### src/hw/rtl/crcfr_pkg.sv
// ----------------------------------------------------------------------------
// crcfr_pkg
// types, codes and the crc-32 byte update shared by the frame receiver
// ----------------------------------------------------------------------------
package crcfr_pkg;

	localparam int LEN_W       = 18;
	localparam int CRC_W       = 32;
	localparam int QUEUE_DEPTH = 4;

	localparam logic [CRC_W-1:0] CRC_POLY = 32'hEDB88320;
	localparam logic [CRC_W-1:0] CRC_INIT = 32'hFFFFFFFF;

	typedef enum logic [1:0] {
		CMD_BEGIN = 2'd0,
		CMD_ABORT = 2'd1,
		CMD_END   = 2'd2,
		CMD_DATA  = 2'd3
	} cmd_t;

	typedef enum logic [2:0] {
		ST_READY   = 3'd0,
		ST_ABORTED = 3'd1,
		ST_LENERR  = 3'd2,
		ST_CRCOK   = 3'd3,
		ST_CRCFAIL = 3'd4,
		ST_DONE    = 3'd5,
		ST_ACK     = 3'd6
	} status_t;

	typedef struct packed {
		cmd_t             cmd;
		logic [LEN_W-1:0] len;
		logic [CRC_W-1:0] crc;
		logic [7:0]       data;
		logic             chunk_last;
	} item_t;

	function automatic logic [CRC_W-1:0] crc_byte(input logic [CRC_W-1:0] crc,
		input logic [7:0] b);
		logic [CRC_W-1:0] c;
		c = crc ^ {24'd0, b};
		for (int i = 0; i < 8; i++) begin
			c = c[0] ? ((c >> 1) ^ CRC_POLY) : (c >> 1);
		end
		return c;
	endfunction

endpackage

### src/hw/rtl/crcfr_queue.sv
// ----------------------------------------------------------------------------
// crcfr_queue
// small register queue of classified commands between front and back
// ----------------------------------------------------------------------------
module crcfr_queue #(
	parameter int DEPTH = 4
) (
	input  logic            clk,
	input  logic            arst_n,
	input  logic            wr_en,
	input  crcfr_pkg::item_t wr_item,
	output logic            full,
	input  logic            rd_en,
	output crcfr_pkg::item_t rd_item,
	output logic            q_empty
);
	import crcfr_pkg::*;

	localparam int AW = (DEPTH > 1) ? $clog2(DEPTH) : 1;
	localparam int CW = $clog2(DEPTH + 1);

	item_t         mem_q [DEPTH];
	logic [AW-1:0] wr_ptr_q;
	logic [AW-1:0] rd_ptr_q;
	logic [CW-1:0] cnt_q;

	assign full    = (cnt_q == CW'(DEPTH));
	assign q_empty = (cnt_q == '0);
	assign rd_item = mem_q[rd_ptr_q];

	always_ff @(posedge clk) begin
		if (wr_en) begin
			mem_q[wr_ptr_q] <= wr_item;
		end
	end

	always_ff @(posedge clk or negedge arst_n) begin
		if (!arst_n) begin
			wr_ptr_q <= '0;
			rd_ptr_q <= '0;
			cnt_q    <= '0;
		end else begin
			if (wr_en) begin
				wr_ptr_q <= (wr_ptr_q == AW'(DEPTH - 1)) ? '0 : wr_ptr_q + 1'b1;
			end
			if (rd_en) begin
				rd_ptr_q <= (rd_ptr_q == AW'(DEPTH - 1)) ? '0 : rd_ptr_q + 1'b1;
			end
			case ({wr_en, rd_en})
				2'b10:   cnt_q <= cnt_q + 1'b1;
				2'b01:   cnt_q <= cnt_q - 1'b1;
				default: cnt_q <= cnt_q;
			endcase
		end
	end

endmodule

### src/hw/rtl/crcfr_front.sv
// ----------------------------------------------------------------------------
// crcfr_front
// accepts input transactions, decodes the command and clamps the length
// ----------------------------------------------------------------------------
module crcfr_front #(
	parameter int MAX_FRAME_BYTES = 131072
) (
	input  logic             push,
	input  logic             full,
	input  logic [1:0]       cmd,
	input  logic [17:0]      frame_length,
	input  logic [31:0]      expected_crc,
	input  logic [7:0]       data_byte,
	input  logic             chunk_last,
	output logic             wr_en,
	output crcfr_pkg::item_t wr_item
);
	import crcfr_pkg::*;

	localparam logic [LEN_W-1:0] MAX_LEN = LEN_W'(MAX_FRAME_BYTES);

	assign wr_en = push && !full;

	always_comb begin
		wr_item.cmd        = cmd_t'(cmd);
		wr_item.len        = (frame_length > MAX_LEN) ? MAX_LEN : frame_length;
		wr_item.crc        = expected_crc;
		wr_item.data       = data_byte;
		wr_item.chunk_last = chunk_last;
	end

endmodule

### src/hw/rtl/crcfr_back.sv
// ----------------------------------------------------------------------------
// crcfr_back
// executes queued commands: transfer state, crc-32, ack logic, result register
// ----------------------------------------------------------------------------
module crcfr_back #(
	parameter int ACK_INTERVAL = 512
) (
	input  logic             clk,
	input  logic             arst_n,
	input  crcfr_pkg::item_t rd_item,
	input  logic             q_empty,
	output logic             rd_en,
	output logic             empty,
	input  logic             pop,
	output crcfr_pkg::status_t status,
	output logic [31:0]      value,
	output logic             last_result
);
	import crcfr_pkg::*;

	localparam int RW = (ACK_INTERVAL > 1) ? $clog2(ACK_INTERVAL) : 1;

	logic             xfer_q;
	logic [LEN_W-1:0] offset_q;
	logic [LEN_W-1:0] flen_q;
	logic [CRC_W-1:0] target_q;
	logic [CRC_W-1:0] crc_q;
	logic [RW-1:0]    rem_q;
	logic             crossed_q;
	logic             pend_q;
	logic             out_valid_q;
	status_t          status_q;
	logic [CRC_W-1:0] value_q;
	logic             last_q;

	logic [CRC_W-1:0] crc_next;
	logic [CRC_W-1:0] got;
	logic [LEN_W-1:0] off_inc;
	logic [LEN_W-1:0] off_new;
	logic             take;
	logic             wrap;
	logic             cross_new;
	logic             ack;
	logic             end_ok;
	logic             produce;
	logic             slot_free;
	logic             issue;
	logic             load_out;
	status_t          o_status;
	logic [CRC_W-1:0] o_value;
	logic             o_last;

	assign crc_next  = crc_byte(crc_q, rd_item.data);
	assign got       = ~crc_q;
	assign take      = offset_q < flen_q;
	assign off_inc   = offset_q + 1'b1;
	assign off_new   = take ? off_inc : offset_q;
	assign wrap      = (rem_q == RW'(ACK_INTERVAL - 1));
	assign cross_new = crossed_q | (take & wrap);
	assign ack       = cross_new || (off_new == flen_q);
	assign end_ok    = xfer_q && (offset_q == flen_q);
	assign slot_free = !out_valid_q || pop;

	always_comb begin
		case (rd_item.cmd)
			CMD_DATA: produce = xfer_q && rd_item.chunk_last && ack;
			default:  produce = 1'b1;
		endcase
	end

	assign issue = !pend_q && !q_empty && (!produce || slot_free);
	assign rd_en = issue;

	// result selection
	always_comb begin
		load_out = 1'b0;
		o_status = ST_DONE;
		o_value  = '0;
		o_last   = 1'b1;
		if (pend_q) begin
			load_out = slot_free;
		end else if (issue) begin
			load_out = produce;
			case (rd_item.cmd)
				CMD_BEGIN: o_status = ST_READY;
				CMD_ABORT: o_status = ST_ABORTED;
				CMD_END: begin
					if (!end_ok) begin
						o_status = ST_LENERR;
					end else if (got != target_q) begin
						o_status = ST_CRCFAIL;
						o_value  = got;
						o_last   = 1'b0;
					end else begin
						o_status = ST_CRCOK;
						o_last   = 1'b0;
					end
				end
				CMD_DATA: begin
					o_status = ST_ACK;
					o_value  = CRC_W'(off_new);
				end
				default: o_status = ST_DONE;
			endcase
		end
	end

	always_ff @(posedge clk) begin
		if (load_out) begin
			status_q <= o_status;
			value_q  <= o_value;
			last_q   <= o_last;
		end
	end

	always_ff @(posedge clk or negedge arst_n) begin
		if (!arst_n) begin
			xfer_q      <= 1'b0;
			offset_q    <= '0;
			flen_q      <= '0;
			target_q    <= '0;
			crc_q       <= CRC_INIT;
			rem_q       <= '0;
			crossed_q   <= 1'b0;
			pend_q      <= 1'b0;
			out_valid_q <= 1'b0;
		end else begin
			if (load_out) begin
				out_valid_q <= 1'b1;
			end else if (pop) begin
				out_valid_q <= 1'b0;
			end
			if (pend_q) begin
				if (slot_free) begin
					pend_q <= 1'b0;
				end
			end else if (issue) begin
				case (rd_item.cmd)
					CMD_BEGIN: begin
						flen_q    <= rd_item.len;
						target_q  <= rd_item.crc;
						xfer_q    <= 1'b1;
						offset_q  <= '0;
						crc_q     <= CRC_INIT;
						rem_q     <= '0;
						crossed_q <= 1'b0;
					end
					CMD_DATA: begin
						if (xfer_q) begin
							if (take) begin
								crc_q    <= crc_next;
								offset_q <= off_inc;
								rem_q    <= wrap ? '0 : rem_q + 1'b1;
							end
							crossed_q <= rd_item.chunk_last ? 1'b0 : cross_new;
						end
					end
					CMD_END: begin
						if (end_ok) begin
							pend_q <= 1'b1;
						end
						if (end_ok && (got == target_q)) begin
							xfer_q <= 1'b0;
						end else begin
							xfer_q    <= 1'b0;
							offset_q  <= '0;
							target_q  <= '0;
							crc_q     <= CRC_INIT;
							rem_q     <= '0;
							crossed_q <= 1'b0;
						end
					end
					default: begin
						xfer_q    <= 1'b0;
						offset_q  <= '0;
						target_q  <= '0;
						crc_q     <= CRC_INIT;
						rem_q     <= '0;
						crossed_q <= 1'b0;
					end
				endcase
			end
		end
	end

	assign empty       = !out_valid_q;
	assign status      = status_q;
	assign value       = value_q;
	assign last_result = last_q;

endmodule

### src/hw/rtl/crc_checked_frame_receiver.sv
// ----------------------------------------------------------------------------
// crc_checked_frame_receiver
// receive side of a chunked frame transfer with running crc-32 check
// ----------------------------------------------------------------------------
// input channel: push/full, one command per transaction (begin, abort, end,
//   data byte); a transaction happens when push is high and full is low
// result channel: empty/pop, the oldest result sits on status, value and
//   last_result while empty is low; pop takes it
// a command passes through the command queue and then the result register
//   before its result is on the ports, and waits while the result side is busy
// throughput: one command per cycle while the result side is free; an end
//   command that checks the crc holds the execute unit for its two results
// the front decodes into a four-entry command queue; the execute unit owns
//   the transfer state and a single result register
// reset empties the queue and the result register and leaves no transfer
//   active; full is low right after reset
// when the result side stalls, commands that give no result still retire,
//   others wait, the queue fills and full rises
// ----------------------------------------------------------------------------
module crc_checked_frame_receiver #(
	parameter int ACK_INTERVAL    = 512,
	parameter int MAX_FRAME_BYTES = 131072
) (
	input  logic        clk,
	input  logic        arst_n,
	input  logic        push,
	output logic        full,
	input  logic [1:0]  cmd,
	input  logic [17:0] frame_length,
	input  logic [31:0] expected_crc,
	input  logic [7:0]  data_byte,
	input  logic        chunk_last,
	output logic        empty,
	input  logic        pop,
	output logic [2:0]  status,
	output logic [31:0] value,
	output logic        last_result
);
	import crcfr_pkg::*;

	logic    wr_en;
	item_t   wr_item;
	logic    rd_en;
	item_t   rd_item;
	logic    q_empty;
	status_t status_int;

	crcfr_front #(
		.MAX_FRAME_BYTES(MAX_FRAME_BYTES)
	) u_front (
		.push        (push),
		.full        (full),
		.cmd         (cmd),
		.frame_length(frame_length),
		.expected_crc(expected_crc),
		.data_byte   (data_byte),
		.chunk_last  (chunk_last),
		.wr_en       (wr_en),
		.wr_item     (wr_item)
	);

	crcfr_queue #(
		.DEPTH(QUEUE_DEPTH)
	) u_queue (
		.clk    (clk),
		.arst_n (arst_n),
		.wr_en  (wr_en),
		.wr_item(wr_item),
		.full   (full),
		.rd_en  (rd_en),
		.rd_item(rd_item),
		.q_empty(q_empty)
	);

	crcfr_back #(
		.ACK_INTERVAL(ACK_INTERVAL)
	) u_back (
		.clk        (clk),
		.arst_n     (arst_n),
		.rd_item    (rd_item),
		.q_empty    (q_empty),
		.rd_en      (rd_en),
		.empty      (empty),
		.pop        (pop),
		.status     (status_int),
		.value      (value),
		.last_result(last_result)
	);

	assign status = status_int;

endmodule

### config.mk
export PLATFORM = sky130hd
export DESIGN_NAME = crc_checked_frame_receiver
export DESIGN_NICKNAME = d
export VERILOG_FILES = /design/src/hw/rtl/crcfr_pkg.sv /design/src/hw/rtl/crcfr_queue.sv /design/src/hw/rtl/crcfr_front.sv /design/src/hw/rtl/crcfr_back.sv /design/src/hw/rtl/crc_checked_frame_receiver.sv
export SDC_FILE = /design/constraint.sdc
export NUM_CORES = 1
export LEC_CHECK = 0
export BUFFER_PORTS_ARGS = -buffer_cell sky130_fd_sc_hd__buf_2
export CORE_MARGIN = 2
export CORE_UTILIZATION = 41
export CTS_BUF_LIST = sky130_fd_sc_hd__clkbuf_4 sky130_fd_sc_hd__clkbuf_8
export CTS_CLUSTER_DIAMETER = 80
export DETAILED_ROUTE_END_ITERATION = 6
export HOLD_SLACK_MARGIN = 0.08
export PLACE_DENSITY = 0.61
export RECOVER_POWER = 50
export SYNTH_ARGS = -nofsm -noshare
export SYNTH_HDL_FRONTEND = slang
export SYNTH_SLANG_ARGS = --single-unit
### constraint.sdc
create_clock -name clk -period 9.86 [get_ports clk]
set_input_delay 1.972 -clock clk [delete_from_list [all_inputs] [get_ports clk]]
set_output_delay 1.972 -clock clk [all_outputs]
set_load 0.1 [all_outputs]
Yosys cells after proc, flatten, opt, wreduce, memory -nomap -nowiden
Memory sizes are Yosys's and may differ from the RTL's. Cells that the tools add are included.

RAM bits: 244. Memories: 1. Register bits after elaboration: 156. Input bits: 65. Word-level logic and storage cells: 133.

Memory list: u_queue.mem_q (words 4, width 61, rd ports 1, clocked after memory_dff 0, write ports 1, RTL line crcfr_queue.sv:22) `item_t mem_q [DEPTH];`.

Bitwise gates (word level): 16. $lt $le $gt $ge: 2. Equal/unequal tests: 16. Multiplexer cells: 51. Reduce and logical (&&, ||, !) cells: 26. Add/subtract/negate cells: 6.

Operators by type and width (number): two-way mux 32 bit (14); case mux 32 bit (2 select lines) (2); NOT 13 -> 14 bit (8); case mux 32 bit (3 select lines) (1); two-way mux 18 bit (4); equality test 18 bit (2); two-way mux 9 bit (4); case mux 18 bit (2 select lines) (1); equality test 32 bit (1); != test 32 bit (1); NOT 32 bit (1); XOR 32 x 8 -> 32 bit (1); adder 18 x 1 -> 18 bit (second input constant) (1); > comparator 18 bit (second input constant) (1); < comparator 18 bit (1); case mux 9 bit (2 select lines) (1); two-way mux 1 bit (16); case mux 3 bit (4 select lines) (1); equality test 2 bit (second input constant) (5); adder 9 x 1 -> 9 bit (second input constant) (1); equality test 9 bit (second input constant) (1); AND reduction 4 bit (2); logical AND 1 bit (7); two-way mux 3 bit (2); other kinds (22) (38).

Depth between registers and ports, before layout
An unclocked memory read counts as a cell.

Word-level depth: 21. Gate-level depth with buffers: 21. Mapped depth without buffers: 17.

Cells and area by module
From an unflattened synthesis, not the netlist that was laid out.

Cell total of the unflattened synthesis: 1416. Area, all modules: 18874.4 um^2.

Modules (own cells, without submodules): crcfr_queue (cells each 357, area each 9293.9 um^2, times used 1); crcfr_back (cells each 996, area each 9126.3 um^2, times used 1); crcfr_front (cells each 63, area each 454.2 um^2, times used 1).

Least setup slack after synthesis
Ideal clock, no wire load.

Path type: register to register. Start: reg u_back.flen_q[15]. End: reg u_back.last_q (netlist: u_back.last_result) (enable). Buffers on the path: 2. Cell stages (with the launch flop): 15. Arrival time: 4.583 ns. Library setup time: 0.433 ns. Period minus slack after synthesis: 5.016 ns. Slack: 4.844 ns. Cell sequence: dfrtp_1 > inv_1 > ha_1 > a21o_1 > a21o_1 > a22o_1 > buf_2 > or3_1 > buf_2 > o31ai_1 > nand4_1 > nor4_1 > a21oi_2 > o31ai_1 > nor2b_1.

Longest elaborated chain between the ends: 11. Elaborated cells on any way between the ends: 13.

RTL lines: from (decl) (RTL line crcfr_back.sv:25) `logic [LEN_W-1:0] flen_q;`; from (signal assigned) (RTL line crcfr_back.sv:140) `flen_q <= rd_item.len;`; < comparator 18 bit (RTL line crcfr_back.sv:55) `assign take = offset_q < flen_q;`; two-way mux 18 bit or AND 1 bit (tied branches); equality test 18 bit or bitwise OR 1 bit (tied branches) (RTL line crcfr_back.sv:60, crcfr_back.sv:59); logical OR 1 bit (*) (RTL line crcfr_back.sv:60) `assign ack = cross_new || (off_new == flen_q);`; logical AND 1 bit (*) (RTL line crcfr_back.sv:66) `CMD_DATA: produce = xfer_q && rd_item.chunk_last && ack;`; two-way mux 1 bit (*) (RTL line crcfr_back.sv:65) `case (rd_item.cmd)`; logical NOT 1 bit (RTL line crcfr_back.sv:71) `assign issue = !pend_q && !q_empty && (!produce || slot_free);`; logical OR 1 bit (RTL line crcfr_back.sv:71); logical AND 1 bit (RTL line crcfr_back.sv:71); two-way mux 1 bit (*) (RTL line crcfr_back.sv:82) `end else if (issue) begin`; two-way mux 1 bit (*) (RTL line crcfr_back.sv:80) `if (pend_q) begin`; named net u_back.load_out (RTL line crcfr_back.sv:48) `logic load_out;`; to (signal assigned) (RTL line crcfr_back.sv:112) `last_q <= o_last;`; to (decl) (RTL line crcfr_back.sv:34) `logic last_q;`.

Mark *: on every way through the listed nets, which the timed path passes. The rest lies on a longest branch. A chain may end at the register's enable or synchronous reset.

Final worst setup path
Start: reg u_back.offset_q[15]. End: reg u_back.offset_q[7].

Longest elaborated chain between the ends: 10. Elaborated cells on any way between the ends: 19.

RTL lines: from (decl) (RTL line crcfr_back.sv:24) `logic [LEN_W-1:0] offset_q;`; from (signal assigned) (RTL line crcfr_back.sv:152) `offset_q <= off_inc;`; adder 18 x 1 -> 18 bit or < comparator 18 bit (tied branches) (RTL line crcfr_back.sv:56, crcfr_back.sv:55); two-way mux 18 bit or AND 1 bit (tied branches); equality test 18 bit or bitwise OR 1 bit (tied branches) (RTL line crcfr_back.sv:60, crcfr_back.sv:59); logical OR 1 bit (RTL line crcfr_back.sv:60); logical AND 1 bit (RTL line crcfr_back.sv:66); two-way mux 1 bit (RTL line crcfr_back.sv:65); logical NOT 1 bit (RTL line crcfr_back.sv:71); logical OR 1 bit (RTL line crcfr_back.sv:71); logical AND 1 bit (RTL line crcfr_back.sv:71); AND reduction 4 bit (no source line).

Parallel ways exist; a longest one is shown, timed or not. The select of a mux whose other input is x is not followed.

==> results by group <==
Outcome
  • Outcome: finished with violations
  • Violated checks: capacitance limit, slew limit

Timing
  • Clock period minus worst slack: 5510 ps
  • Final setup TNS: 0 ps
  • Unrepaired setup endpoints after global routing: no
  • Final WS setup: 4350 ps
  • Tightest Pin Transition: 4010 ps
  • Fmax: 0.1815 GHz
  • Worst slew margin: -167.3%
  • Period utilization: 55.89%
  • Hold Slack: 495.2 ps
  • Final Max Slew Viols: 349
  • Clock Skew: 28.15 ps
  • Final number of hold-violating endpoints: 0
  • Final setup violation count: 0

Floorplan
  • Initial Util: 41.56%
  • Die X-Extent: 215.9 um
  • Core Footprint: 44320 um^2
  • Site row count: 77
  • Die area: 46630 um^2
  • # IOs: 103
  • Die Y: 215.9 um

Pwr
  • Leak: 7.604 nW
  • Overall power: 7.635 mW
  • PwrDens: 364.9 nW/um^2
  • Worst vdd ir: 0.2130 mV

Hold path
  • Hold path startpoint: u_back.target_q[4]
  • Min-delay worst type: flop to flop
  • Hold endpoint: u_back.target_q[4]
  • Hold path depth: 2

Global route
  • Vias in the first global route: 11127
  • GRT Resource Usage Total: 19.18%
  • Antenna violations before repair: 4
  • Largest net degree at the start of global routing: 65
  • GRT overflow: 0
  • Global-route wire length before repair: 68.07 mm

Setup path
  • RR Startpoint: u_back.offset_q[15]
  • Crit end category: flop
  • Reg2reg end: u_back.offset_q[7]
  • WP data required: 10330 ps
  • Worst-path fanout max: 29
  • Worst R2R Path Depth: 13
  • R2R Setup Slk: 4350 ps
  • Worst Path Arrival: 5980 ps
  • Worst Setup Start Kind: flop
  • Critical path class: flop to flop

Clock tree
  • Postcts setup bufs: 0
  • TritonCTS Buffers: 71
  • Clock latency on the worst-skew pair: 640 ps
  • Post-CTS sizing: 0
  • Hold buffer count at CTS: 0
  • Root buffer cell: clkbuf_8
  • CTS tree: yes
  • Clock Sinks: 400
  • Maximum clock insertion buffer count: 3
  • CTS H-tree lvls: 3
  • Worst-path clk slew: 60 ps

Finish
  • Area grow syn2layout: 13.59%
  • Fin nets: 1515
  • Layout cells sized above 1: 23.84%
  • Post-Layout Cell Count: 2074

Logic synthesis
  • Cell Area, Synth: 18420 um^2
  • Synth top area share: 45.66%
  • #FFs+latches synth: 400
  • Synth Flop Type: edfxtp_1
  • Largest cells by area after synthesis: edfxtp_1 46%, dfrtp_1 12%, mux4_2 7.5%, dfstp_2 4.6%, xor2_1 3.2%
  • Synth Warn #: 0
  • Syn Inst Count: 1300
  • Seq/Total Area, Yosys: 62.18%
  • Post-synth EDFFs: 280
  • Syn_nets: 1393
  • Post-synthesis cell type count: 76
  • Synth area leader: edfxtp_1
  • Async set-or-reset flop fraction in the synthesized netlist: 30.00%
  • Synth Area per Inst: 14.17 um^2

Detailed routing
  • Via count: 11066
  • Mean routed wirelength per cell: 21.05 um
  • Pre-antenna DRT Iters: 5
  • Post-route DRC: 0
  • Drt initial violations: 814
  • Vias per cell: 5.336
  • Routed wire length: 43.66 mm
  • Final ANT Viol Nets: 0

Placement
  • Routability Congestion: 0.9162
  • Pre-CTS WS: 4449 ps
  • IO buf count: 102
  • Cell count after placement: 1941
  • Detail Placement HPWL: 29.18 mm

Job
  • Maxcap violations: 6
==> stage by stage <==
| step | util (%) | cell area [um^2] |
|---|---|---|
| 5_1_grt | 47.20 | 20920 |
| 3_5_place_dp | 43.93 | 19470 |
| 6_report | 47.21 | 20920 |
| 3_3_place_gp | 43.93 | 19470 |
| 4_1_cts | 47.37 | 20990 |
| 2_1_floorplan | - | 18420 |
==> layer usage <==
| layer | GRT usage, % | share of wire, % | routed length [um] | vias up |
|---|---|---|---|---|
| met4 | 6.918 | 2.3 | 1006 | 4 |
| met2 | 27.64 | 44 | 19150 | 317 |
| li1 | - | - | - | 5099 |
| met1 | 28.32 | 47 | 20650 | 5584 |
| met3 | 4.496 | 6.5 | 2835 | 62 |
| met5 | 0 | 0.057 | 25 | - |
==> layout make-up <==
class                           count  area (um^2)
Sequential cell                   400        11450
Clock buffer                      115         1395
Multi-Input combinational cell    799         6519
Antenna cell                        1        2.502
Timing Repair Buffer              118        559.3
Fill cell                        3990        23400
Tap cell                          592        740.7
Clock inverter                     17        128.9
Inverter                           32        120.1
==> worst max-delay path by stage <==
stage | start | end
finish | u_back.offset_q[15] | u_back.offset_q[7]
global route | u_back.offset_q[15] | u_back.offset_q[7]
CTS | u_back.offset_q[15] | u_back.offset_q[7]
detailed placement | u_back.offset_q[15] | u_back.crc_q[4]
global placement | u_back.offset_q[15] | u_back.offset_q[16]
floorplan | u_back.flen_q[15] | u_back.last_result
==> synthesized netlist by cell type (34+ instances only) <==
| library cell | count |
|---|---|
| dfrtp_1 | 88 |
| mux4_2 | 61 |
| clkbuf_1 | 46 |
| xnor2_1 | 64 |
| a21oi_1 | 36 |
| xor2_1 | 67 |
| nand2_1 | 134 |
| nor2_1 | 54 |
| and2_1 | 34 |
| o21ai_0 | 67 |
| edfxtp_1 | 280 |
==> cell usage in the layout (no fill, tap or decap), types with 21 or more instances in the layout <==
master,n
nor2_1,53
inv_1,32
o21ai_0,67
buf_2,57
nand2_1,133
xnor2_1,64
dfrtp_1,87
xor2_1,67
clkbuf_1,49
clkbuf_8,85
clkbuf_4,30
nand4_1,21
edfxtp_1,280
mux4_2,61
dfstp_2,32
mux2_2,23
a21oi_1,36
and2_1,30
ha_1,27
==> logic make-up after synthesis <==
logic type | share of synthesized area (%)
DFF | 62.18
and+or+nand+nor | 9.498
AOI/OAI and AO/OA | 5.829
xor gates and xnor gates | 6.590
muxes | 11.44
buffers and inverters | 2.521
adders and majority gates | 1.943
==> critical path, cell delays in order (launching register included) <==
cell,delay [ps]
dfrtp_1,520
ha_1,310
a21o_1,190
a21o_1,180
a22o_1,430
nor3_1,1040
nand2_1,420
a211o_1,360
nor4_2,310
a21oi_2,120
a32oi_2,230
buf_4,350
nand2b_1,690
o31ai_1,170
==> power breakdown <==
group	internal, mW	leakage [nW]	switching, mW
logic	1.32	2.71	2.10
registers	2.31	4.10	0.300
clock network	0.925	0.799	0.677
==> sequential cells by signal, summed over array words and instances (netlist names) <==
register	count
u_back.flen_q	18
u_back.target_q	32
u_back.crc_q	32
u_back.crossed_q	1
u_queue.rd_ptr_q	2
u_back.offset_q	18
u_back.status	3
u_back.last_result	1
u_back.value	32
u_back.pend_q	1
u_queue.cnt_q	3
u_back.rem_q	9
u_back.out_valid_q	1
u_back.xfer_q	1
u_queue.wr_ptr_q	2
u_queue.mem_q	244
Power figures use the tool's default switching activity.
